==> src/rtl/oae_pkg.sv <==
// Shared types and constants for the order-2 arithmetic encoder.
package oae_pkg;

    localparam int SYM_W       = 9;
    localparam int COUNT_W     = 32;
    localparam int FOLLOW_W    = 32;
    localparam int LIMIT_W     = 30;
    localparam int APB_DATA_W  = 32;
    localparam int PADDR_W     = 3;

    localparam int ALPHA       = 257;
    localparam int ROW_LEN     = 258;
    localparam int NCTX        = ALPHA * ALPHA;
    localparam int COUNT_DEPTH = NCTX * ROW_LEN;
    localparam int CTX_W       = $clog2(NCTX);
    localparam int ROW_ADDR_W  = $clog2(COUNT_DEPTH);

    localparam logic [SYM_W-1:0]   END_SYM     = SYM_W'(256);
    localparam logic [SYM_W-1:0]   TOTAL_IDX   = SYM_W'(257);
    localparam logic [LIMIT_W-1:0] LIMIT_RESET = LIMIT_W'(65535);

    localparam int DEF_CODE_BITS        = 32;
    localparam int DEF_TAIL_FOLLOW_BITS = 32;

    // register index (paddr[2])
    localparam logic REG_COUNT_LIMIT = 1'b0;

    typedef enum logic [3:0] {
        S_CLEAR,
        S_IDLE,
        S_BASE,
        S_RD_LO,
        S_RD_HI,
        S_RD_TOT,
        S_TOT,
        S_HI_GO,
        S_HI_WAIT,
        S_LO_GO,
        S_LO_WAIT,
        S_WALK,
        S_RENORM,
        S_EOM,
        S_FLUSH
    } oae_state_t;

    typedef enum logic [1:0] {
        MD_IDLE,
        MD_MUL,
        MD_DIV
    } md_state_t;

endpackage

==> src/rtl/oae_muldiv.sv <==
// Sequential (a * b) / d: shift-add multiply, then restoring divide.
module oae_muldiv #(
    parameter int CODE_BITS = oae_pkg::DEF_CODE_BITS
) (
    input  logic                          clk,
    input  logic                          rst_n,
    input  logic                          start,
    input  logic [CODE_BITS:0]            a,
    input  logic [oae_pkg::COUNT_W-1:0]   b,
    input  logic [oae_pkg::COUNT_W-1:0]   d,
    output logic                          done,
    output logic [CODE_BITS:0]            q
);
    import oae_pkg::*;

    localparam int AW = CODE_BITS + 1;
    localparam int P  = AW + COUNT_W;
    localparam int CW = $clog2(P + 1);

    md_state_t          state_reg, state_next;
    logic [P-1:0]       acc_reg, acc_next;
    logic [AW-1:0]      a_reg, a_next;
    logic [COUNT_W-1:0] b_reg, b_next;
    logic [COUNT_W-1:0] d_reg, d_next;
    logic [COUNT_W-1:0] rem_reg, rem_next;
    logic [CW-1:0]      cnt_reg, cnt_next;
    logic               done_reg, done_next;

    logic [COUNT_W:0]   rem_sh;
    logic               ge;

    assign rem_sh = {rem_reg, acc_reg[P-1]};
    assign ge     = rem_sh >= {1'b0, d_reg};

    always_comb
    begin
        state_next = state_reg;
        unique case (state_reg)
            MD_IDLE: if (start) state_next = MD_MUL;
            MD_MUL:  if (cnt_reg == CW'(COUNT_W - 1)) state_next = MD_DIV;
            MD_DIV:  if (cnt_reg == CW'(P - 1)) state_next = MD_IDLE;
            default: state_next = MD_IDLE;
        endcase
    end

    always_comb
    begin
        acc_next  = acc_reg;
        a_next    = a_reg;
        b_next    = b_reg;
        d_next    = d_reg;
        rem_next  = rem_reg;
        cnt_next  = cnt_reg;
        done_next = 1'b0;
        unique case (state_reg)
            MD_IDLE:
            begin
                if (start)
                begin
                    a_next   = a;
                    b_next   = b;
                    d_next   = d;
                    acc_next = '0;
                    rem_next = '0;
                    cnt_next = '0;
                end
            end
            MD_MUL:
            begin
                acc_next = {acc_reg[P-2:0], 1'b0}
                         + (b_reg[COUNT_W-1] ? P'(a_reg) : P'(0));
                b_next   = {b_reg[COUNT_W-2:0], 1'b0};
                cnt_next = (cnt_reg == CW'(COUNT_W - 1)) ? '0 : cnt_reg + 1'b1;
            end
            MD_DIV:
            begin
                rem_next  = ge ? COUNT_W'(rem_sh - {1'b0, d_reg}) : rem_sh[COUNT_W-1:0];
                acc_next  = {acc_reg[P-2:0], ge};
                cnt_next  = cnt_reg + 1'b1;
                done_next = (cnt_reg == CW'(P - 1));
            end
            default: ;
        endcase
    end

    always_ff @(posedge clk or negedge rst_n)
    begin
        if (!rst_n)
        begin
            state_reg <= MD_IDLE;
            cnt_reg   <= '0;
            done_reg  <= 1'b0;
        end
        else
        begin
            state_reg <= state_next;
            cnt_reg   <= cnt_next;
            done_reg  <= done_next;
        end
    end

    always_ff @(posedge clk)
    begin
        acc_reg <= acc_next;
        a_reg   <= a_next;
        b_reg   <= b_next;
        d_reg   <= d_next;
        rem_reg <= rem_next;
    end

    assign done = done_reg;
    assign q    = acc_reg[AW-1:0];

endmodule

==> config.mk <==
export PLATFORM = sky130hd
export DESIGN_NAME = oae_muldiv
export DESIGN_NICKNAME = d
export VERILOG_FILES = /design/src/rtl/oae_pkg.sv /design/src/rtl/oae_muldiv.sv
export SDC_FILE = /design/constraint.sdc
export NUM_CORES = 1
export LEC_CHECK = 0
export BUFFER_PORTS_ARGS = -buffer_cell sky130_fd_sc_hd__buf_2
export CAP_MARGIN = 20
export CORE_AREA = 2 2 163 149
export DETAILED_ROUTE_END_ITERATION = 12
export DIE_AREA = 0 0 165 151
export PLACE_DENSITY = 0.75
export SYNTH_ARGS = -nofsm -noshare
export SYNTH_HDL_FRONTEND = slang
export SYNTH_SLANG_ARGS = --single-unit
==> constraint.sdc <==
create_clock -name clk -period 7.6 [get_ports clk]
set_clock_uncertainty 0.1 [all_clocks]
set_input_delay 1.52 -clock clk [delete_from_list [all_inputs] [get_ports clk]]
set_output_delay 1.52 -clock clk [all_outputs]
set_load 0.02 [all_outputs]
==> flow_summary.ini <==
[synth]
synth_edf_count = 194
ys_seq_elements = 204
synthAdderAreaFrac_pct = 7.25
synth_cell_types = 75
ys.warnings.count = 0
async_reset_ff_share_pct = 4.90
synth.avg_cell_area_um2 = 10.6
synth-main-ff-cell = edfxtp_1
synth_top_family_by_area = compound AO/OA/AOI/OAI gates
synth_compound_area_share_pct = 16.7
synth-seq-area-share_pct = 48.1
synthCells = 1195
synth_xor_area_share_pct = 3.68
synth_fp_nets = 1367
netlist_area_mm2 = 0.0126
synth_mux_area_share_pct = 4.52
synth-simple-area-share_pct = 14.4

[critical_path]
path_max_fanout = 33
rr_worst_depth = 14
crit_path_cell_trace = and2_1, ha_1, inv_1, fa_1, nand2b_1, a21oi_1, o2111a_1, nor2_1, o211ai_2, o211ai_1, nand2_1, nand4_1, or4_1, nand3_1
cp-start-kind = flip-flop
cp-startpoint = b_reg[31]
r2r_start = b_reg[31]
crit_path_top_delay_cell = edfxtp_1
cpPeakStageDelay_ns = 0.91
path_buf_inv = 1
crit_type = flip-flop to flip-flop
r2r_end = acc_reg[51]
crit_family = simple AND/OR/NAND/NOR gates
end_kind = flip-flop
arrival_ns = 4.79
cp.required_ns = 7.87
worst-r2r-setup-slack_ns = 3.09

[timing]
finalHoldViolations = 0
finalSetupViolCount = 0
max_freq_ghz = 0.222
finalCritPeriodShare_pct = 59.4
tns_ns = 0
grt_setup_unrepaired = false
finalMaxSlewViolations = 0
maxSlewHeadroom_pct = 42.2
fin_crit_ns = 4.51
hold_ws_ns = 0.441
tightest_slew_ns = 0.868
layout_setup_ws_ns = 3.09

[placement]
portBuffers = 133
hpwl_um = 18700
dpl_worst_slack_ns = 3.16
placed_cell_area_mm2 = 0.0133
placed_cells = 1558
place.gp.congestion = 0.876

[clock_tree]
clk_pin_slew_ns = 0.06
hold_buffers = 0
clock_sinks = 204
clk_latency_ns = 0.52
cts_buffers = 23
tritoncts = built
htree_levels = 1
clockBufferDepth = 3
cts_setup_buffers = 0
ctsRootBufferMaster = clkbuf_16
cts_resized = 0

[cells_and_area]
fin_cells = 1602
fin_area_mm2 = 0.0140
drive_gt1_share_pct = 17.8
area.growth.synth_to_final_pct = 11.1
fin_nets = 1455
diodes = 0
final_cell_mix = 194 x edfxtp_1, 133 x buf_2, 86 x nand2_1, 70 x a21oi_1, 70 x o21ai_0
utilization_pct = 60.6
final_common_cell = edfxtp_1
largest_reg_flops = 65
nFillCells = 1913

[grt]
grt_use_total_pct = 22.0
grt_pass1_vias = 8954
grt_max_degree = 51
grt_pass1_wl_um = 44300
overflow = 0
grt_antenna_before_repair = 0

[power_and_ir_drop]
p_total_mw = 5.21
cellLeakagePower_nw = 5.84
power.density_mw_per_mm2 = 371
peakVddDrop_uv = 241

[routing]
drtIter0Drc = 751
via_per_inst = 5.90
wirelength_um = 27300
drtAntennaViolNets = 0
vias = 9453
wire_per_inst_um = 17.0
dr.pass1.iters = 5
drc = 0

[status]
outcome = complete, no violations

[flow_run]
drv_cap = 0

[worst_hold_path]
holdPathStages = 1
hp-class = flip-flop to flip-flop
hold_end = b_reg[17]
min_from = b_reg[16]

[die]
num_io_pins = 134
row_count = 53
initial_core_util_pct = 54.6
core_mm2 = 0.0231
die_w_um = 165
die_y_um = 151
die_area_mm2 = 0.0249
-- synth_stat cells, drive strengths merged, types with 14 or more instances --
cell type  number  area share [%]
edfxtp        194              46
nand2          86             2.6
o21ai          74             2.9
a21oi          72             2.9
ha             70             6.9
nor2           62             1.8
inv            61             1.8
and2           45             2.2
buf            44             2.4
nand3          41             1.6
a21o           37             2.2
clkbuf         37             1.1
xnor2          35             2.4
mux2           32             2.9
nand4          27             1.5
nor2b          27             1.3
mux2i          21             1.7
a31oi          20            0.99
xor2           18             1.2
and3           14            0.69
nor3           14            0.55
-- cells by family (layout without fill, tap and decap cells) --
kind of cell,after synthesis,count (layout)
AO/OA/AOI/OAI,317,317
flip-flops,204,204
XOR/XNOR,53,53
AND/OR/NAND/NOR,354,354
multiplexers,53,53
adder cells (fa/ha/maj),72,72
buffers and inverters,142,247
-- cell type report --
type	count	area, um2	area share (%)
clock buffers	26	587	4.18
clock inverters	16	106	0.758
inverters	61	229	1.63
multi-input cells	849	5900	42.0
flip-flops and latches	204	6080	43.3
well taps	302	378	2.69
repair buffers	144	763	5.44
-- where the power goes --
group / internal (mW) / total [mW] / switching, mW
clock network: 0.589 / 1.04 / 0.451
registers: 1.71 / 1.96 / 0.246
logic: 0.888 / 2.21 / 1.32
total: 3.19 / 5.21 / 2.02
-- per-layer routing --
metal | wire [um] | GRT usage, % | share of wire (%) | vias up
met2 | 12400 | 34.7 | 45 | 267
met1 | 12800 | 31.9 | 47 | 4541
met5 | 0 | 0 | 0 | -
li1 | - | - | - | 4609
met4 | 561 | 5.57 | 2.1 | 0
met3 | 1510 | 3.56 | 5.6 | 36
-- worst max path at each step --
stage                       end  slack [ns]  cells after the start
global route        acc_reg[61]        2.75                     14
floorplan            rem_reg[0]        3.58                      6
CTS                 acc_reg[49]        3.12                     14
finish              acc_reg[51]        3.09                     14
global placement    acc_reg[53]        3.37                     14
detailed placement  acc_reg[57]        3.16                     14
Note: power is estimated with default switching activity, not from simulation.
